==> src/rq_pkg.sv <==
// ----------------------------------------------------------------------------
// rq_pkg: shared types and constants of the int8 per-channel requantizer
// Field widths, register index codes and the configuration bundle.
// ----------------------------------------------------------------------------
`default_nettype none

package rq_pkg;

	// field widths
	localparam int AccW  = 32;
	localparam int MultW = 31;
	localparam int ShW   = 6;
	localparam int DataW = 8;
	localparam int IdxW  = 2;

	// scaled value after the doubling high multiply, and its rounded form
	localparam int VW  = 33;
	localparam int QW  = VW + 1;
	localparam int SumW = QW + 1;

	// rounding nudge of the doubling high multiply (one half of 2^31)
	localparam logic signed [2*AccW-1:0] Nudge = 64'sh0000_0000_4000_0000;

	// configuration register indexes
	typedef enum logic [IdxW-1:0] {
		REG_IN_ZP   = 2'd0,
		REG_OUT_ZP  = 2'd1,
		REG_ACT_MIN = 2'd2,
		REG_ACT_MAX = 2'd3
	} reg_idx_t;

	// configuration bundle seen by the datapath
	typedef struct packed {
		logic signed [DataW-1:0] in_zp;
		logic signed [DataW-1:0] out_zp;
		logic signed [DataW-1:0] act_min;
		logic signed [DataW-1:0] act_max;
	} cfg_t;

endpackage

`default_nettype wire

==> src/rq_round.sv <==
// ----------------------------------------------------------------------------
// rq_round: rounding right shift, output offset and activation clamp
// Stage 5 divides by 2^-shift with ties away from zero; stage 6 adds the
// output zero point, clamps and holds the result as the output register.
// ----------------------------------------------------------------------------
`default_nettype none

module rq_round import rq_pkg::*; (
	input  wire logic                  clk,
	input  wire logic                  arst_n,
	input  wire logic                  en,
	input  wire logic                  valid_i,
	input  wire logic signed [VW-1:0]  v_i,
	input  wire logic signed [ShW-1:0] sh_i,
	input  wire cfg_t                  cfg,
	output logic                       valid_o,
	output logic signed [DataW-1:0]    result_o
);

	logic        [ShW-1:0]   rsh;
	logic signed [VW-1:0]    q;
	logic        [QW-1:0]    ones;
	logic        [QW-1:0]    half;
	logic        [QW-1:0]    rem;
	logic                    rnd_up;
	logic                    valid_s5;
	logic        [QW-1:0]    qr_s5;
	logic signed [SumW-1:0]  off_sum;
	logic signed [SumW-1:0]  lo_ext;
	logic signed [SumW-1:0]  hi_ext;
	logic signed [SumW-1:0]  lo_clamped;
	logic signed [SumW-1:0]  clamped;
	logic                    valid_s6;
	logic signed [DataW-1:0] res_s6;

	// right-shift amount 0..32, zero for non-negative shifts
	assign rsh = sh_i[ShW-1] ? ShW'(-sh_i) : '0;

	// floor quotient plus remainder test against one half
	assign q      = v_i >>> rsh;
	assign ones   = (QW'(1) << rsh) - QW'(1);
	assign half   = (ones >> 1) + QW'(1);
	assign rem    = {1'b0, v_i} & ones;
	assign rnd_up = (rsh != '0) && (v_i[VW-1] ? (rem > half) : (rem >= half));

	always_ff @(posedge clk or negedge arst_n) begin
		if (!arst_n) begin
			valid_s5 <= 1'b0;
		end else if (en) begin
			valid_s5 <= valid_i;
		end
	end

	always_ff @(posedge clk) begin
		if (en) begin
			qr_s5 <= {q[VW-1], q} + {{(QW-1){1'b0}}, rnd_up};
		end
	end

	// offset at full width, then lower clamp, then upper clamp
	assign off_sum    = $signed({qr_s5[QW-1], qr_s5})
	                  + $signed({{(SumW-DataW){cfg.out_zp[DataW-1]}}, cfg.out_zp});
	assign lo_ext     = $signed({{(SumW-DataW){cfg.act_min[DataW-1]}}, cfg.act_min});
	assign hi_ext     = $signed({{(SumW-DataW){cfg.act_max[DataW-1]}}, cfg.act_max});
	assign lo_clamped = (off_sum < lo_ext) ? lo_ext : off_sum;
	assign clamped    = (lo_clamped > hi_ext) ? hi_ext : lo_clamped;

	always_ff @(posedge clk or negedge arst_n) begin
		if (!arst_n) begin
			valid_s6 <= 1'b0;
		end else if (en) begin
			valid_s6 <= valid_s5;
		end
	end

	always_ff @(posedge clk) begin
		if (en) begin
			res_s6 <= clamped[DataW-1:0];
		end
	end

	assign valid_o  = valid_s6;
	assign result_o = res_s6;

endmodule

`default_nettype wire

==> config.mk <==
export PLATFORM = sky130hd
export DESIGN_NAME = rq_round
export DESIGN_NICKNAME = d
export VERILOG_FILES = /design/src/rq_pkg.sv /design/src/rq_round.sv
export SDC_FILE = /design/constraint.sdc
export NUM_CORES = 1
export LEC_CHECK = 0
export BUFFER_PORTS_ARGS = -buffer_cell sky130_fd_sc_hd__buf_2
export CAP_MARGIN = 10
export CORE_MARGIN = 2
export CORE_UTILIZATION = 45
export CTS_CLUSTER_DIAMETER = 30
export DETAILED_ROUTE_END_ITERATION = 10
export HOLD_SLACK_MARGIN = 0.05
export SLEW_MARGIN = 20
export SYNTH_ARGS = -nofsm -noshare
export SYNTH_HDL_FRONTEND = slang
export SYNTH_SLANG_ARGS = --single-unit
export TNS_END_PERCENT = 10
==> constraint.sdc <==
create_clock -name clk -period 10.5 [get_ports clk]
set_input_delay 0.525 -clock clk [delete_from_list [all_inputs] [get_ports clk]]
set_output_delay 0.525 -clock clk [all_outputs]
set_load 0.05 [all_outputs]
# Yosys cells after proc, flatten, opt, wreduce, memory -nomap -nowiden

Cells that the tools add are included.

$add $sub $neg: 5
Magnitude comparators: 4
Shift operators: 2
Mux-type cells: 4
Bitwise gates (word level): 1
Reductions and logical operators: 2

Operators with widths:

| cell                                               | count |
|---|---|
| adder 34 x 8 -> 35 bit                             | 1 |
| > comparator 35 x 8 -> 1 bit                       | 1 |
| < comparator 35 x 8 -> 1 bit                       | 1 |
| two-way mux 35 bit                                 | 1 |
| adder 33 x 1 -> 34 bit, second input constant      | 1 |
| adder 33 x 2 -> 34 bit                             | 1 |
| bitwise AND 33 x 34 -> 34 bit                      | 1 |
| >= comparator 34 bit                               | 1 |
| > comparator 34 bit                                | 1 |
| left shift 1 x 6 -> 34 bit, first input constant   | 1 |
| subtractor 34 x 2 -> 34 bit, second input constant | 1 |
| >>> shifter 33 x 6 -> 33 bit                       | 1 |
| two-way mux 8 bit                                  | 1 |
| two-way mux 6 bit                                  | 1 |
| negation 6 bit                                     | 1 |
| nonzero test 6 bit                                 | 1 |
| logical AND 1 bit                                  | 1 |
| two-way mux 1 bit                                  | 1 |

Flip-flop bits (word level): 44
Word-level logic and storage cells: 22

# Logic depth before layout (Yosys ltp)

Depth in word-level cells: 9
Depth in mapped cells: 37

# Worst setup path after synthesis

OpenSTA, ideal clock, no wires.

Kind: input port to flip-flop
Start: input sh_i[0]
End: register qr_s5[29], data pin
Library setup time: 0.263 ns
Arrival time: 7.314 ns
Required time: 10.237 ns
Slack: 2.923 ns
Stages: 35
Buffers on the path: 6
Cells stage by stage: buf_4 > clkinv_1 > ha_1 > buf_4 > nor3b_4 > mux2_2 > buf_6 > nand2_1 > buf_2 > buf_1 > nand2_1 > ha_1 > clkbuf_1 > xor2_1 > ha_1 > nand2_1 > a2111oi_4 > o2111ai_1 > nor2_1 > nand2_1 > xor2_1 > ha_1 > nand2_1 > nor3_1 > nand2_1 > or2_2 > nor4_1 > o21ai_0 > a41oi_1 > ha_1 > o2111a_1 > nand4_2 > or3_1 > o311ai_0 > nand2_1

Longest elaborated chain between the ends: 9
Elaborated cells on any way between the ends: 13

Ends and longest elaborated chain:

| what                                                                           | RTL line                       | text |
|---|---|---|
| start: declaration                                                             | rq_round.sv:14                 | `input wire logic signed [ShW-1:0] sh_i,` |
| negation 6 bit *                                                               | rq_round.sv:37                 | `assign rsh = sh_i[ShW-1] ? ShW'(-sh_i) : '0;` |
| two-way mux 6 bit *                                                            | rq_round.sv:37                 |  |
| left shift 1 x 6 -> 34 bit                                                     | rq_round.sv:41                 | `assign ones = (QW'(1) << rsh) - QW'(1);` |
| subtractor 34 x 2 -> 34 bit                                                    | rq_round.sv:41                 |  |
| adder 33 x 1 -> 34 bit / bitwise AND 33 x 34 -> 34 bit (equally long branches) | rq_round.sv:42, rq_round.sv:43 |  |
| >= comparator 34 bit / > comparator 34 bit (equally long branches)             | rq_round.sv:44                 | `assign rnd_up = (rsh != '0) && (v_i[VW-1] ? (rem > half) : (rem >= half));` |
| two-way mux 1 bit                                                              | rq_round.sv:44                 |  |
| logical AND 1 bit                                                              | rq_round.sv:44                 |  |
| adder 33 x 2 -> 34 bit *                                                       | rq_round.sv:56                 | `qr_s5 <= {q[VW-1], q} + {{(QW-1){1'b0}}, rnd_up};` |
| end signal: assignment                                                         | rq_round.sv:56                 |  |
| end: declaration                                                               | rq_round.sv:27                 | `logic [QW-1:0] qr_s5;` |

Mark *: on every way between the ends. The rest lies on a longest branch, timed or not.
A chain may end at the register's enable or synchronous reset.

# Worst setup path after layout

Start: input sh_i[1]
End: register qr_s5[32], data pin

Same word-level chain as after synthesis.

==> results by group <==
Outcome
  – Run status: finished, final reports clean

Worst setup path
  – Type of the worst setup path: input pin to register
  – Highest-delay cell along the critical path: nor4b_4
  – Biggest cell delay along the critical path: 590 ps
  – Peak fanout along the critical path: 9
  – Reg-to-reg setup timing slack: 2360 ps
  – Reg2Reg Depth: 33
  – Worst EP arrival: 8510 ps
  – Crit start category: input pin
  – End of the worst register-to-register path: result_o[3]
  – Crit path required time: 10540 ps
  – Kind of end point of the critical path: register
  – Startpoint of the worst-slack reg-to-reg timing path: qr_s5[0]

Clocking
  – H-tree depth: 2
  – Resized cells post-CTS: 0
  – Setup repair bufs after CTS: 0
  – CTS tree: yes
  – Clock transition at path regs: 60 ps
  – Maximum buffer depth of the clock tree: 2
  – Clock Latency Late Sink: 300 ps
  – Cts hold-fix bufs: 1
  – CTS sink count: 44
  – Cts bufs inserted: 5
  – Clk root buf: clkbuf_16

Detailed routing
  – DR vias/cell: 6.26
  – Total number of vias: 10900
  – Drc violations: 0
  – Wire length after detailed routing: 34300 um
  – Routed wire per std cell: 19.8 um
  – Number of violations reported at the end of detailed-routing iteration 0: 869
  – Final antenna-violating net count: 0
  – Total iterations of the first detailed-routing run: 6

Timing
  – Setup skew after layout: 13.2 ps
  – Worst slew pin tran: 973 ps
  – Count of endpoints failing setup in the final report: 0
  – Pins over their slew limit: 0
  – Period utilization: 0.806
  – Unrepaired setup endpoints after global routing: no
  – Worst rel slew slack: 0.352
  – Hold Fails Final Rpt: 0
  – Fmax: 0.118 GHz
  – Minimum clock period: 8470 ps
  – Total negative setup slack: 0 ps
  – Minimum hold slack: 472 ps

Cells and area
  – Count of fill cells added during filler insertion: 2359
  – Non-filler cells in the finished layout: 1734
  – Number of antenna diodes: 0
  – Storage cell area: 1310 sq um
  – Area of combinational cells with multiple inputs: 8940 sq um
  – Area growth from synthesis to layout: 7.76%
  – Most common cell after layout, fill and taps aside: ha_1
  – Layout cell share with drive strength beyond 1: 0.134
  – Commonest non-fill, non-tap cells in the layout: 141 x ha_1, 116 x nand2_1, 100 x a21oi_1, 99 x nor2_1, 75 x buf_2
  – Net count of the finished layout: 1631

Global route
  – Via count of the first global-routing pass: 10100
  – Total global routing overflow: 0
  – First-pass GRT wire length: 54000 um
  – Largest net degree at the start of global routing: 48
  – Initial antenna violation count: 0
  – GRT Util Overall: 0.273

Logic synthesis
  – Syn nets: 1591
  – Average footprint of a synthesized cell: 7.83 sq um
  – Number of synthesized flops with an enable pin: 42
  – Gate count of the mapped netlist: 1374
  – Fraction of registers with async set/reset: 0.0455
  – Flip-flop and latch count after synthesis: 44
  – Share of the yosys chip area belonging to registers: 0.122
  – Yosys top cell by area: ha_1
  – Top cell type's share of synthesized area: 0.164
  – Cell area after synthesis: 10800 sq um
  – Largest cells by area after synthesis: ha_1 16%, edfxtp_1 12%, xnor2_1 5.8%, a21oi_1 4.7%, nand2_1 4.0%
  – Distinct cell type count of the synthesized netlist: 95
  – Most frequently used flop master after synthesis: edfxtp_1
  – Synthesis warning total: 0

Hold path
  – WHS Endpoint: valid_s5
  – Class of the tightest hold or removal check: input pin to register
  – Hold depth: 2
  – Startpoint of the tightest hold check path: valid_i

Floorplan
  – Number of placed I/O pins: 84
  – Die width: 159 um
  – Die Y: 159 um
  – Effective utilization at floorplan: 0.458
  – Total Die Area: 25200 sq um
  – Site row count: 56
  – Area of the core region: 23500 sq um

Power
  – Power Dens Cells: 134 nW/um^2
  – Leakage power of the design: 5.01 nW
  – Worst IR drop on VDD: 0.0000736 V
  – Design Power: 1.55 mW

Placement
  – Routability congestion estimate from global placement: 0.965
  – Detail Placement HPWL: 27300 um
  – Placed insts: 1725
  – Port Buffer Count: 75

Job
  – Max-capacitance violation count: 0
-- metrics by stage --
stage	utilization	cell area [sq um]	setup WS, ps
final	0.494	11600	2030
after global routing	0.494	11600	1290
after CTS	0.493	11600	2110
after detailed placement	0.486	11400	1820
after global placement	0.486	11400	1920
after floorplan	-	10800	2920
-- layout make-up --
class	instances	area share
inverter	47	0.0152
multi-input combinational	1212	0.771
clock buffer	5	0.0108
clock inverter	3	0.00367
timing repair buffer	104	0.0514
tap	319	0.0344
sequential	44	0.113
-- worst max-delay path: cells and delay by family --
kind | cells | cell delay [ps]
AND/OR/NAND/NOR | 14 | 2990
AO/OA/AOI/OAI | 7 | 2120
adder cells (fa/ha/maj) | 6 | 1800
multiplexers | 1 | 450
XOR/XNOR | 2 | 380
buffers and inverters | 2 | 210
-- Yosys cell counts, drive strengths merged (10+ instances only) --
master	n
inv	46
nor2b	21
buf	42
mux2i	34
a21o	47
a211o	13
mux2	36
o21ai	66
xnor2	72
a31oi	19
nand3	54
ha	141
o211ai	18
and2	36
nor4	13
nor3	31
nor2	100
clkbuf	29
xor2	27
a211oi	25
nand2	118
nand4	34
and3	19
a311oi	10
o21a	11
edfxtp	42
nand2b	26
a21oi	101
-- layer usage --
metal / GRT usage / share of wire
met1: 0.340 / 0.42
met2: 0.464 / 0.46
met3: 0.0278 / 0.065
met4: 0.142 / 0.058
met5: 0 / 0
-- cell families after synthesis --
group | after synthesis | share of synthesized area
simple gates | 485 | 0.233
compound gates | 408 | 0.260
fa+ha+maj | 142 | 0.166
buf+inv | 118 | 0.0494
xor+xnor | 99 | 0.0831
mux | 78 | 0.0864
flops | 44 | 0.122
-- registers in the layout, summed over array words and instances (netlist names) --
| signal | count |
|---|---|
| result_o | 8 |
| qr_s5 | 34 |
| valid_s5 | 1 |
| valid_o | 1 |
-- worst max path at each step --
stage | from | to | slack (ps) | depth (start not counted)
after global routing | sh_i[1] | qr_s5[28] | 1290 | 31
after detailed placement | sh_i[1] | qr_s5[32] | 1820 | 31
after floorplan | sh_i[0] | qr_s5[29] | 2920 | 35
after CTS | sh_i[1] | qr_s5[32] | 2110 | 31
after global placement | sh_i[1] | qr_s5[28] | 1920 | 31
final | sh_i[1] | qr_s5[32] | 2030 | 32
-- power by group --
part	internal [mW]	leakage, nW	switching [mW]
sequential	0.237	0.435	0.00880
clock	0.112	0.0814	0.0654
combinational	0.473	4.49	0.659
total	0.821	5.01	0.733
Note: power is estimated with default switching activity, not from simulation.
