File: src/rq_pkg.sv
// ----------------------------------------------------------------------------
// rq_pkg: shared types and constants of the int8 per-channel requantizer
// Field widths, register index codes and the configuration bundle.
// ----------------------------------------------------------------------------
`default_nettype none

package rq_pkg;

	// field widths
	localparam int AccW  = 32;
	localparam int MultW = 31;
	localparam int ShW   = 6;
	localparam int DataW = 8;
	localparam int IdxW  = 2;

	// scaled value after the doubling high multiply, and its rounded form
	localparam int VW  = 33;
	localparam int QW  = VW + 1;
	localparam int SumW = QW + 1;

	// rounding nudge of the doubling high multiply (one half of 2^31)
	localparam logic signed [2*AccW-1:0] Nudge = 64'sh0000_0000_4000_0000;

	// configuration register indexes
	typedef enum logic [IdxW-1:0] {
		REG_IN_ZP   = 2'd0,
		REG_OUT_ZP  = 2'd1,
		REG_ACT_MIN = 2'd2,
		REG_ACT_MAX = 2'd3
	} reg_idx_t;

	// configuration bundle seen by the datapath
	typedef struct packed {
		logic signed [DataW-1:0] in_zp;
		logic signed [DataW-1:0] out_zp;
		logic signed [DataW-1:0] act_min;
		logic signed [DataW-1:0] act_max;
	} cfg_t;

endpackage

`default_nettype wire

File: src/rq_correct.sv
// ----------------------------------------------------------------------------
// rq_correct: zero-point correction, bias add and left shift
// Stage 1 forms the input zero point times filter_sum; stage 2 subtracts it
// from the accumulator, adds the bias (32-bit wrap) and applies a positive shift.
// ----------------------------------------------------------------------------
`default_nettype none

module rq_correct import rq_pkg::*; (
	input  wire logic                    clk,
	input  wire logic                    arst_n,
	input  wire logic                    en,
	input  wire logic                    valid_i,
	input  wire logic signed [AccW-1:0]  acc_i,
	input  wire logic signed [AccW-1:0]  fsum_i,
	input  wire logic signed [AccW-1:0]  bias_i,
	input  wire logic        [MultW-1:0] mult_i,
	input  wire logic signed [ShW-1:0]   sh_i,
	input  wire logic signed [DataW-1:0] in_zp,
	output logic                         valid_o,
	output logic signed [AccW-1:0]       x_o,
	output logic        [MultW-1:0]      mult_o,
	output logic signed [ShW-1:0]        sh_o
);

	logic signed [AccW+DataW-1:0] zp_prod;
	logic                         valid_s1;
	logic        [AccW-1:0]       prod_s1;
	logic        [AccW-1:0]       acc_s1;
	logic        [AccW-1:0]       bias_s1;
	logic        [MultW-1:0]      mult_s1;
	logic signed [ShW-1:0]        sh_s1;
	logic        [AccW-1:0]       corr_sum;
	logic                         sh_pos;
	logic        [AccW-1:0]       shifted;
	logic                         valid_s2;
	logic signed [AccW-1:0]       x_s2;
	logic        [MultW-1:0]      mult_s2;
	logic signed [ShW-1:0]        sh_s2;

	// zero-point times filter sum; only the low word matters (wraps)
	assign zp_prod = (AccW+DataW)'(in_zp) * (AccW+DataW)'(fsum_i);

	always_ff @(posedge clk or negedge arst_n) begin
		if (!arst_n) begin
			valid_s1 <= 1'b0;
		end else if (en) begin
			valid_s1 <= valid_i;
		end
	end

	always_ff @(posedge clk) begin
		if (en) begin
			prod_s1 <= zp_prod[AccW-1:0];
			acc_s1  <= acc_i;
			bias_s1 <= bias_i;
			mult_s1 <= mult_i;
			sh_s1   <= sh_i;
		end
	end

	// correction, bias and left shift, all modulo 2^32
	assign corr_sum = acc_s1 - prod_s1 + bias_s1;
	assign sh_pos   = !sh_s1[ShW-1] && (sh_s1 != '0);
	assign shifted  = sh_pos ? (corr_sum << sh_s1[ShW-2:0]) : corr_sum;

	always_ff @(posedge clk or negedge arst_n) begin
		if (!arst_n) begin
			valid_s2 <= 1'b0;
		end else if (en) begin
			valid_s2 <= valid_s1;
		end
	end

	always_ff @(posedge clk) begin
		if (en) begin
			x_s2    <= $signed(shifted);
			mult_s2 <= mult_s1;
			sh_s2   <= sh_s1;
		end
	end

	assign valid_o = valid_s2;
	assign x_o     = x_s2;
	assign mult_o  = mult_s2;
	assign sh_o    = sh_s2;

endmodule

`default_nettype wire

File: config.mk
export PLATFORM = sky130hd
export DESIGN_NAME = rq_correct
export DESIGN_NICKNAME = d
export VERILOG_FILES = /design/src/rq_pkg.sv /design/src/rq_correct.sv
export SDC_FILE = /design/constraint.sdc
export NUM_CORES = 1
export LEC_CHECK = 0
export BUFFER_PORTS_ARGS = -buffer_cell sky130_fd_sc_hd__clkbuf_2
export CAP_MARGIN = 0
export CORE_MARGIN = 1
export CORE_UTILIZATION = 45
export CTS_CLUSTER_DIAMETER = 60
export DETAILED_ROUTE_END_ITERATION = 10
export GPL_ROUTABILITY_DRIVEN = 0
export PLACE_DENSITY = 0.74
export SKIP_LAST_GASP = 1
export SYNTH_ARGS = -nofsm -noshare
export SYNTH_HDL_FRONTEND = slang
export SYNTH_SLANG_ARGS = --single-unit
File: constraint.sdc
create_clock -name clk -period 4.9 [get_ports clk]
set_input_delay 0.245 -clock clk [delete_from_list [all_inputs] [get_ports clk]]
set_output_delay 0.245 -clock clk [all_outputs]
set_load 0.005 [all_outputs]
* Yosys cells after proc, flatten, opt, wreduce, memory -nomap -nowiden *
Index checks and enable logic that the tools add are counted.

cells by class
  add/subtract/negate cells = 2
  muxes and demuxes = 1
  multipliers = 1
  shift operators = 1
  reduce and logical (&&, ||, !) cells = 3

operators with widths
  kind                                           count
  32-bit adder                                   1
  8-bit by 32-bit multiplier with 32-bit output  1
  32-bit 2-to-1 mux                              1
  32-bit by 5-bit << shifter with 32-bit output  1
  32-bit subtractor                              1
  6-bit nonzero test                             1
  1-bit logical AND                              1
  1-bit zero test                                1

word-level totals
  output and inout bits = 70
  bits in registers = 204
  logic and storage cells = 18
  input port bits = 145

* Depth between registers and ports, before layout *
Gate-level depths: netlist of the first run.

  depth after elaboration = 4
  depth in mapped cells = 22
  mapped depth without buffers = 20

* Worst setup path before layout of the first run *
Ideal clock, no wire load.

  path type = input to register
  start = input port in_zp[3]
  end = register prod_s1[31], data pin
  arrival time = 5062 ps
  path buffers = 2
  setup time = 260 ps
  path slack = -422 ps
  stages on the path = 20
  required time = 4640 ps
  path through = clkbuf_1 clkbuf_1 and2_1 fa_1 fa_1 fa_1 inv_1 fa_1 inv_1 ha_1 a21o_1 a21o_1 a221o_1 a211oi_1 o21bai_1 a21oi_1 o21ai_1 a211oi_1 a21oi_1 xnor2_1

between the ends
  longest elaborated chain between the ends = 1

ends and longest elaborated chain
  what                                           line              text
  start, declared                                rq_correct.sv:18  input wire logic signed [DataW-1:0] in_zp,
  8-bit by 32-bit multiplier with 32-bit output  rq_correct.sv:41  assign zp_prod = (AccW+DataW)'(in_zp) * (AccW+DataW)'(fsum_i);
  via zp_prod[31]                                rq_correct.sv:25  logic signed [AccW+DataW-1:0] zp_prod;
  end signal, assigned                           rq_correct.sv:53  prod_s1 <= zp_prod[AccW-1:0];
  end, declared                                  rq_correct.sv:27  logic [AccW-1:0] prod_s1;

The timed path passes the listed nets, and every way through them passes these cells.
A chain may end at the register's enable or synchronous reset.

* Final worst setup path of the first run *
  start = input port in_zp[5]
  end = register prod_s1[31], data pin

Same word-level chain as after synthesis.

==> results of run 1 <==
-- power by group --
group	internal [µW]	switching, µW	total [µW]
clock	963	631	1590
combinational	4170	5580	9750
sequential	2560	157	2720
total	7700	6370	14100
-- state kept, by name, indices dropped and copies added, names as in the netlist, 6 cells and up --
register / count
mult_o: 31
acc_s1: 32
bias_s1: 32
mult_s1: 31
sh_s1: 6
prod_s1: 32
sh_o: 6
x_o: 32
-- cell type report --
type	count	area, µm²	share of cell area, %
flip-flops and latches	204	6120	27.6
multi-input cells	1159	10700	48.2
repair buffers	385	2650	12.0
clock buffers	27	558	2.52
well taps	525	657	2.96
clock inverters	11	134	0.604
inverters	364	1370	6.17
-- worst register-to-register path: stages, from the launching register on --
cell	delay [ns]
edfxtp_1	0.43
fa_1	0.55
inv_1	0.04
ha_1	0.37
a2111oi_4	0.39
o21ai_2	0.14
a41oi_4	0.37
o21ai_1	0.15
a21oi_1	0.30
xor2_1	0.27
mux4_2	0.52
mux2i_1	0.31
mux2i_1	0.16
a221oi_1	0.34
-- cell usage in the layout (no fill, tap or decap), types with 8 or more instances in the layout --
cell / instances
o22ai_1: 15
o21ai_1: 19
nand2b_1: 8
nand2_1: 128
o21ai_0: 34
edfxtp_1: 202
xor2_1: 19
clkbuf_2: 212
o211ai_1: 10
o21bai_1: 8
a211o_1: 8
a211oi_1: 14
nor3_1: 12
mux4_2: 11
a21o_1: 27
nand3_1: 20
dlygate4sd3_1: 103
mux2i_1: 27
buf_4: 66
o21a_1: 10
a21oi_1: 65
inv_1: 362
and2_1: 172
nor2_1: 83
ha_1: 97
xnor2_1: 51
fa_1: 188
a31oi_1: 14
clkbuf_16: 21
-- layer usage --
layer  share of wire, %  GRT usage, %  vias to the layer above
met3                7.1          2.46                       94
met5                  0             0                        -
met4                2.7          5.32                        0
li1                   -             -                     6604
met1                 41          27.2                     6740
met2                 49          36.9                      528
-- metrics by stage --
stage	hold slack [ns]	TNS [ns]	setup slack, ns	cell area [µm²]	utilization [%]
6_report	0.0776	0	0.240	22200	55.5
4_1_cts	0.0627	0	0.111	22100	55.5
3_5_place_dp	0.0346	-3.06	-0.429	20400	51.2
2_1_floorplan	-0.0506	-0.0444	-0.0444	18400	-
3_3_place_gp	0.0300	-1.44	-0.292	20400	51.2
5_1_grt	0.0843	0	0.00685	22200	55.5
-- what timing repair did --
action / in CTS / in global routing
endpoints found under the hold margin: 104 / 0
buffers inserted: 0 / 1
hold buffers: 103 / 0
setup endpoints to repair: 0 / 6
gates resized for setup: 0 / 2
-- worst max-delay path by stage --
stage	end	slack, ns
CTS	prod_s1[31]	0.11
floorplan	prod_s1[31]	-0.04
detailed placement	prod_s1[31]	-0.43
global placement	prod_s1[31]	-0.29
global route	prod_s1[31]	0.007
finish	prod_s1[31]	0.24
-- cell families (layout without fill, tap and decap cells) --
family,after synthesis,count (layout),synth area share [%]
AO/OA/AOI/OAI,300,300,11.5
XOR/XNOR,70,70,3.34
adder cells (fa/ha/maj),286,286,27.2
buffers and inverters,420,787,8.61
flip-flops,204,204,33.4
multiplexers,46,46,3.34
AND/OR/NAND/NOR,457,457,12.6
==> reports/summary.md, run 1 <==
The flow ran to the end, and the final reports show no timing, DRC or antenna violations. The CTS H-tree depth was 1. The tools report the data arrival at the endpoint of the critical path as 4.90 ns. The total number of cells along the worst setup path is 19, and the total number of clock tree sinks is 204. TritonCTS built the clock tree. Pin placement for this block handled 215 I/O pins.

Compared with the post-synthesis result, the final layout area differs by 20.9%. The worst pin sits at a relative slew slack of 37.4%. After filler insertion, the fill cell instance count of the layout stands at 3500. The area share of the largest cell type after synthesis was 33.1%.

Portion of the clock cycle consumed by the worst path in the final layout: 95.1%. The total congestion overflow was 0; the pin slew with the least headroom to its limit was 0.940 ns. The leakage power figure came out at 0.0102 µW. The maximum fanout along the worst path is 24, and the maximum clock skew at final layout is 0.0248 ns. The final setup violation count came out at 0. Number of endpoints with negative hold slack in the final report: 0. The worst setup path is captured at a flip-flop. Setup repair after global routing left no endpoint under its margin.

For this design the ratio of total power to cell area is 635 nW/µm². The final-report max-slew violation count is 0, and the first-pass iteration count of the detailed router is 6. The net count of the mapped netlist is 2214, and the quantity of I/O buffers inserted on ports is 214. The pin count of the biggest net entering global routing was 122. For the layout net count, the log shows 2566.

The worst setup path is launched from a primary input. In the synthesized netlist, the cells that appear most often are inv_1 (362), edfxtp_1 (202), fa_1 (188). The critical path starts at in_zp[5]. The die is 204 µm tall. The run gives 70100 µm as the global-route wire length before repair. Once placement completed, the tool counted placed cells totaling 2533. For the worst setup path, the data required time is 5.14 ns.

The die covers 41600 µm². The largest single stage delay on the critical path is 0.55 ns. The post-synthesis instance area is 18300 µm². The synthesized instance count came out at 1783. Across the run, the number of max-cap violations was 0. The primary flip-flop cell chosen by synthesis mapping is edfxtp_1. Among all cell types in the netlist, the one instantiated most often is inv_1.

After detailed routing, the number of vias per cell comes to 5.22. The worst-case IR drop observed on VDD is 0.460 mV. The fmax was 215 MHz; the number of cells on the worst reg-to-reg path was 13.

Die width: 204 µm. The yosys synthesis warning count was 0. Core box area: 39900 µm². The tightest min-delay check is of the primary input to async pin type. Walking the worst path, the cells encountered are clkbuf_4 -> buf_4 -> and2_1 -> fa_1 -> fa_1 -> fa_1 -> inv_1 -> fa_1 -> inv_1 -> ha_1 -> a21o_1 -> a221o_1 -> a211oi_2 -> o21bai_1 -> a21oi_2 -> o21ai_2 -> a211oi_2 -> a21oi_1 -> xnor2_1. The leading area contributor after synthesis was edfxtp_1. The post-synthesis sequential element count is 204.

The clock input transition at the sequential cells of the worst setup and hold paths is 0.06 ns. Counting the buffers created by CTS gives 21. Clock latency on the worst-skew pair, taken at its later pin, is 0.51 ns. The run gives 2675 as the filler-free cell count of the finished design.

The worst path in the final design needs a cycle of 4.66 ns, including I/O delays and setup. Together, buffers and inverters on the worst path number 4. For the part of the Yosys area used for sequential elements, the log shows 33.4%. The root buffer cell chosen for the clock tree is clkbuf_16. The tools report the number of placement rows as 73.

The run gives 42900 µm as the final wirelength. The HPWL after detailed placement is 34100 µm. The category of cells accounting for the largest share of critical-path delay is adder cells. For this run, asynchronously set or reset flops after synthesis account for 0.980%. By area the synthesized netlist is led by edfxtp_1 (33%), fa_1 (21%), inv_1 (7.4%).

The number of vias in the routed layout was 13966. The tools report the reg-to-reg critical path startpoint as prod_s1[6]. The dominant cell type by count on the critical path is fa_1. The tools report the endpoint of the worst register-to-register path as x_o[31].

The number of remaining DRC errors is 0, and the register-to-register setup slack is 0.36 ns. In this run the remaining antenna-violating nets after routing total 0. The slowest stage of the critical path is the fa_1 cell.

The number of enable-type register cells in the synthesized netlist was 202; the antenna cell count was 0. The number of distinct standard cells referenced by the synthesized netlist came out at 85. The longest clock path from root to sink contains 3 buffers. The total design power was 14100 µW. For this block, the initial DRC count from the detailed router was 1013.

The average instance area after synthesis was 10.3 µm². The via count of the first global-routing pass was 14338. The kind of critical path was primary input to flip-flop. The initial antenna violation count was 0; the proportion of layout cells with a drive suffix above 1 was 16.9%.

Global routing consumed, over all layers together, 20.9% of the routing resources. The initial utilization of the core area, before any placement, comes to 45.9%. In the final routed layout, each cell accounts on average for 16.0 µm.
Power figures use the tool's default switching activity.
==> run 2, diff against run 1 <==
--- a/config.mk
+++ b/config.mk
@@ -10,9 +10,10 @@
 export CORE_MARGIN = 1
 export CORE_UTILIZATION = 45
 export CTS_CLUSTER_DIAMETER = 60
+export CTS_CLUSTER_SIZE = 10
 export DETAILED_ROUTE_END_ITERATION = 10
 export GPL_ROUTABILITY_DRIVEN = 0
-export PLACE_DENSITY = 0.74
+export PLACE_DENSITY = 0.69
 export SKIP_LAST_GASP = 1
 export SYNTH_ARGS = -nofsm -noshare
 export SYNTH_HDL_FRONTEND = slang
==> run 2 against run 1 <==
Clock power shrank 4%. Largest power group unchanged. Sequential share of layout area about the same. Total power shrank 0.55%. Register-to-register slack about the same. Final area barely moved. Combinational power barely moved. Via count is 0.58% lower. Worst hold slack got worse by 0.022 ns. Global-route usage is 0.24 points higher. Die area unchanged. Critical path type unchanged.
==> reports/summary.md, run 2 (synthesis results as in run 1) <==
The flow ran to the end, and the final reports show no timing, DRC or antenna violations. OpenSTA, run right after detailed placement, puts the worst setup slack at -0.258 ns. The leakage power figure was 0.0102 µW; the quantity of I/O buffers inserted on ports was 214. Data on the critical path is required at its endpoint by 5.16 ns.

Dividing total power by cell area gives a power density of 631 nW/µm². After clock tree synthesis, the clock-pin slew on the worst setup and hold paths is 0.05 ns. The pin count of the biggest net entering global routing came out at 119. The leading cell type in the layout, fill and taps excluded was inv_1. Maximum fanout along the worst path: 14. Die width: 204 µm.

The kind of critical path is primary input to flip-flop. In this run the remaining antenna-violating nets after routing total 0. The total of hold buffers inserted after clock tree synthesis is 103, and the via count of the first global-routing pass is 14435. The post-CTS setup-driven buffer insertion count was 0. After detailed routing, the number of vias per cell comes to 5.19. Setup violations remaining at the end of the flow were counted as 0. Number of instances in the placed design: 2535. The category of cells accounting for the largest share of critical-path delay was adder cells. The sum of net half-perimeters after detailed placement was 33900 µm; the final critical path time including I/O delays and setup was 4.61 ns. For the core box area, the log shows 39900 µm². The pre-antenna-repair detailed-routing pass consisted of 6 iterations. The run gives 41600 µm² as the overall die area. For the starting density of the core, the log shows 45.9%.

The largest stage delay on the critical path is 0.50 ns. In the layout the commonest cells are inv_1 (362), clkbuf_2 (213), edfxtp_1 (202). The portion of the clock cycle consumed by the worst path in the final layout is 94.2%. The filler-free cell count of the finished design was 2675; the all-layer global routing usage was 21.1%. Antenna cell count: 0. The tools report the root cell of the clock tree as clkbuf_16. The first global-routing pass estimated 70700 µm of wire.

The worst-case IR drop observed on VDD is 0.380 mV. The clock reaches the later pin of the worst-skew pair after 0.52 ns. For the layout net count, the log shows 2570. The CTS H-tree depth is 1. The maximum number of buffers from clock root to sink is 3, and the number of placement rows is 73. Once layout is complete, the utilization of the core stands at 55.5%. 215 I/O pins were placed. Setup repair after global routing left no endpoint under its margin. The worst setup path is launched from a primary input.

Dominant cell type by count on the critical path: fa_1. The fmax is 217 MHz, and the post-detailed-route wirelength per cell is 16.1 µm. Summing over every cut layer, the via total after detailed routing is 13885.

The number of buffers and inverters on the critical path is 3. The detailed router finished its first iteration with 969 violations. After detailed routing, the total wire length is 43000 µm. Gates resized during post-CTS repair numbered 0. The min-delay analysis places its worst path in the category primary input to async pin. The total number of clock tree sinks is 204, and the proportion of layout cells with a drive suffix above 1 is 16.8%.

The run gives 0 as the number of endpoints with negative hold slack in the final report. For the pin with the worst max-slew slack, the measured transition is 0.975 ns. The logs give 4.87 ns for the data arrival at the endpoint of the critical path and 24 for the TritonCTS buffer count. The floorplan step set the die height to 204 µm. The initial antenna violation count is 0, and the worst path setup slack after routing is 0.285 ns.

Area added between synthesis and finish: 20.8%. For this design, the slowest cell found on the critical path is fa_1. The total congestion overflow was 0. Measured against its own limit, the worst slew margin works out to 35.0%. The signal on the critical path passes through clkbuf_2 -> and2_1 -> fa_1 -> fa_1 -> fa_1 -> inv_1 -> fa_1 -> inv_1 -> ha_4 -> a21o_1 -> a21o_1 -> a221o_1 -> a211oi_2 -> o21bai_1 -> a21oi_2 -> o21ai_2 -> a211oi_2 -> a21oi_1 -> xnor2_1. The logs give 0 for the number of violations of the max-capacitance limit and 0.0101 ns for the maximum clock skew at final layout. STA classifies the critical path endpoint as a flip-flop. The final-report max-slew violation count is 0, and the number of remaining DRC errors is 0. TritonCTS built the clock tree.
-- run 2: changes by cell type in the layout (fill, tap and decap cells not counted), sizes merged --
cell	delta
buf	+1
bufinv	-3
clkbuf	+8
inv	-1
clkinv	-5
-- run 2: stage by stage --
step | area, µm² | setup TNS (ns) | power (µW) | hold slack [ns]
2_1_floorplan | 18400 | -0.0444 | 9650 | -0.0506
3_3_place_gp | 20500 | -0.947 | 12000 | 0.0314
3_5_place_dp | 20500 | -1.53 | 12200 | 0.0369
4_1_cts | 22200 | 0 | 13900 | 0.0242
5_1_grt | 22200 | 0 | 15200 | 0.0346
6_report | 22200 | 0 | 14000 | 0.0561
-- run 2: path summary, 6_finish.rpt --
| path | slack [ns] | start | depth (start not counted) | endpoint |
|---|---|---|---|---|
| worst max-delay path | 0.29 | in_zp[3] | 19 | prod_s1[31] |
| worst min-delay path | 0.06 | arst_n | 2 | valid_s1 |
| worst max register to register | 0.35 | prod_s1[6] | 13 | x_o[31] |
| worst min register to register | 0.41 | mult_s1[29] | 0 | mult_o[29] |
| max in group asynchronous | 4.74 | arst_n | 2 | valid_o |
| min in group clk | 0.25 | fsum_i[0] | 2 | prod_s1[0] |
-- run 2: cell type report --
| class | instances | area (µm²) |
|---|---|---|
| clock buffer | 35 | 642 |
| tap | 525 | 657 |
| sequential | 204 | 6120 |
| multi-input combinational | 1159 | 10700 |
| clock inverter | 2 | 25.0 |
| inverter | 364 | 1370 |
| timing repair buffer | 386 | 2670 |
| fill | 3576 | 17800 |
-- run 2: metal layers --
layer | wire (µm) | global-route usage [%] | up-vias
met5 | 0 | 0 | -
met3 | 2650 | 2.30 | 111
met2 | 20600 | 36.2 | 464
met1 | 18500 | 28.0 | 6719
li1 | - | - | 6591
met4 | 1280 | 6.90 | 0
-- run 2: report_power, final --
part | switching [µW] | total, µW | leakage, µW | internal [µW]
sequential | 158 | 2720 | 0.00201 | 2570
combinational | 5580 | 9730 | 0.00790 | 4150
clock | 634 | 1530 | 0.000320 | 897
==> run 3, diff against run 2 <==
--- a/config.mk
+++ b/config.mk
@@ -9,11 +9,11 @@
 export CAP_MARGIN = 0
 export CORE_MARGIN = 1
 export CORE_UTILIZATION = 45
-export CTS_CLUSTER_DIAMETER = 60
+export CTS_CLUSTER_DIAMETER = 30
 export CTS_CLUSTER_SIZE = 10
 export DETAILED_ROUTE_END_ITERATION = 10
 export GPL_ROUTABILITY_DRIVEN = 0
-export PLACE_DENSITY = 0.69
+export PLACE_DENSITY = 0.72
 export SKIP_LAST_GASP = 1
 export SYNTH_ARGS = -nofsm -noshare
 export SYNTH_HDL_FRONTEND = slang
==> constraint.sdc (replaced) <==
create_clock -name clk -period 3.74 [get_ports clk]
set_input_delay 0.187 -clock clk [delete_from_list [all_inputs] [get_ports clk]]
set_output_delay 0.187 -clock clk [all_outputs]
set_load 0.005 [all_outputs]
==> run 3 against run 2 <==
The run now ends with design-rule violations, negative setup slack left. Via count grew 9.1%. Setup slack lost 0.97 ns. Cell count up 9.3%. First-iteration DRC count is 4.3% higher. Total power up 81%. Global-route usage is 1.3 points higher. Worst hold slack better by 0.22 ns. Highest routed layer unchanged.
==> reports/summary.md, run 3 (synthesis results as in run 1) <==
In this run the vertical extent of the chip is 204 µm. Once placement finished, the instance area stood at 22000 µm². TritonCTS created 34 clock buffers. The routed design could run at a clock period as short as 4.42 ns. At the pin with the least slew margin, the transition time is 0.865 ns. The worst setup path is launched from a primary input. The critical path is of the primary input to flip-flop type. In this run the static leakage power is 0.0118 µW. The clock passes through at most 3 buffers.

Entering global routing, the biggest net connects 107 pins. The worst hold path belongs to the class primary input to flip-flop. The largest stage delay on the critical path was 0.56 ns; the overall die area was 41600 µm². The internal portion of the total power is 14900 µW. In this run the clock root is driven by a clkbuf_16. The initial antenna violation count came out at 0.

The leading cell type in the layout, fill and taps excluded was inv_1. The first detailed-routing pass ran for 11 iterations. Measured against its own limit, the worst slew margin works out to 42.4%. The tools report the number of top-level pins as 215.

The antenna cell count is 0, and the layout net count is 2813. The sequential cells in the finished layout cover a total of 6120 µm². The HPWL after detailed placement is 35500 µm. The die width came out at 204 µm. The post-route netlist has 32.3% of its cells at a drive strength greater than 1. In this run the number of H-tree levels came out at 2. TritonCTS built the clock tree. For the number of endpoints with negative hold slack in the final report, the log shows 0. Of all nets on the critical path, the largest fanout is 5. Global routing used 22.4% of the available tracks.

The region available for standard cell placement spans 39900 µm². IR analysis of the VDD net gives a maximum drop of 0.607 mV. The flow ran to the end, but the final reports show violations. For the final-report max-slew violation count, the log shows 0. met2 is the most crowded layer. Between clock sinks in the finished design, the worst skew comes to 0.0182 ns. For this design, the slowest cell found on the critical path is fa_1. The post-detailed-route wirelength per cell was 16.2 µm. For the accumulated negative setup slack, the log shows -9.59 ns.

The net switching share of the total power is 41.5%, and the worst endpoint required time is 3.99 ns. The area of combinational cells with multiple inputs came out at 11600 µm². The final wirelength was 47300 µm; the routed via count divided by cell count was 5.18. The checks that failed: design-rule violations, negative setup slack. The initial utilization of the core area, before any placement, comes to 45.9%. For the number of placement rows, the log shows 73. Walking the worst path, the cells encountered are clkbuf_2 -> and2_4 -> fa_1 -> fa_1 -> fa_1 -> inv_1 -> fa_1 -> inv_2 -> ha_4 -> a21o_1 -> a21o_1 -> a221o_1 -> a211oi_2 -> o21bai_2 -> a21oi_2 -> o21ai_2 -> a211oi_2 -> a21oi_1 -> xnor2_1. The worst path setup slack after routing is -0.683 ns, and the layout filler cell count is 3126. In this run, flip-flops and latches consume 14.1% of the power. The final-layout worst hold slack is 0.278 ns. Setup violations remaining at the end of the flow were counted as 39. For this design the ratio of total power to cell area is 998 nW/µm². In the global route stage, met1 resource usage came out at 27.6%.

In this run the remaining antenna-violating nets after routing total 0. The clock input transition at the sequential cells of the worst setup and hold paths works out to 0.05 ns. The fmax was 226 MHz; the total congestion overflow was 0. Final instance area: 25400 µm². In the routed design, unresolved DRC markers number 3. Number of violations of the max-capacitance limit: 0.

The via count of the first global-routing pass was 15578; the number of vias in the routed layout was 15155. The analysis attributes to net switching a power of 10500 µW. In the global route stage, met2 resource usage came out at 40.0%. The tree built by TritonCTS fans out to 204 sinks.

The quantity of I/O buffers inserted on ports works out to 214. STA puts the critical path data arrival time at 4.67 ns. The met3 routing resource usage after global routing is 3.06%, and the clock latency reported for the late side of the worst-skew pair is 0.50 ns. The logic gate share of total power was 74.3%; the fraction of power consumed by the clock network was 11.6%. The dominant cell type by count on the critical path is fa_1. The worst path uses 118% of the clock period. Type of destination of the critical path: a flip-flop. In the layout the commonest cells are inv_1 (355), buf_4 (277), clkbuf_2 (204). For the iteration-0 DRC count of the detailed router, the log shows 1011. Compared with the post-synthesis result, the final layout area differs by 38.7%. Setup repair after global routing could not meet its margin everywhere. Global-route wire length before repair: 74900 µm.
[run 3: cell count changes in the layout (fill, tap and decap cells not counted), sizes merged]
cell,change
buf,+236
inv,+9
bufinv,+3
clkbuf,-1
clkinv,+1
clkinvlp,+1
dlygate4sd3,+1
[run 3: worst max-delay path, delay by kind of cell]
kind	cells	cell delay, ns
buffers and inverters	3	0.24
AND/OR/NAND/NOR	1	0.17
XOR/XNOR	1	0.13
AO/OA/AOI/OAI	9	1.73
adder cells (fa/ha/maj)	5	2.21
[run 3: path summary, 6_finish.rpt]
kind / slack, ns / cells after the start / end / start
max in group asynchronous: 3.06 / 3 / valid_o / arst_n
setup reg to reg: -0.28 / 13 / x_o[27] / prod_s1[1]
setup / recovery: -0.68 / 19 / prod_s1[31] / fsum_i[4]
min in group asynchronous: 0.56 / 3 / valid_s1 / arst_n
hold / removal: 0.28 / 3 / prod_s1[0] / fsum_i[0]
hold reg to reg: 0.41 / 0 / mult_o[5] / mult_s1[5]
[run 3: timing repair]
| action | CTS | global route |
|---|---|---|
| endpoints found under the setup margin | 45 | 45 |
| buffers inserted | 13 | 30 |
| gates resized for setup | 116 | 112 |
| cloned | 0 | 0 |
| hold buffers | 104 | 0 |
| pin swaps | 76 | 77 |
| hold endpoints to repair | 104 | 0 |
[run 3: area by class of cell]
class                   instances  share of cell area [%]
repair buffers                619                    18.1
clock buffers                  38                    3.49
flip-flops and latches        204                    24.1
multi-input cells            1159                    45.6
clock inverters                16                   0.748
inverters                     364                    5.38
well taps                     525                    2.58
[run 3: power by group through the flow]
stage / clock (µW) / combinational (µW) / sequential (µW)
2_1_floorplan: 0 / 9250 / 3580
3_3_place_gp: 0 / 15300 / 3610
3_5_place_dp: 0 / 15700 / 3630
4_1_cts: 3030 / 17000 / 3590
5_1_grt: 3110 / 20300 / 3630
6_report: 2960 / 18800 / 3580
[run 3: stage by stage]
stage,util (%),std cells,setup WS (ns),total power (µW)
2_1_floorplan,-,1783,-1.01,12800
3_3_place_gp,55.1,2728,-1.37,18900
3_5_place_dp,55.1,2728,-1.52,19400
4_1_cts,61.9,2897,-0.704,23600
5_1_grt,63.7,2925,-0.828,27100
6_report,63.7,2925,-0.683,25400
[run 3: per-layer routing]
layer	vias up	wire length, µm
met5	-	0
met1	7341	19000
met2	565	23700
li1	7096	-
met4	0	1660
met3	153	2930
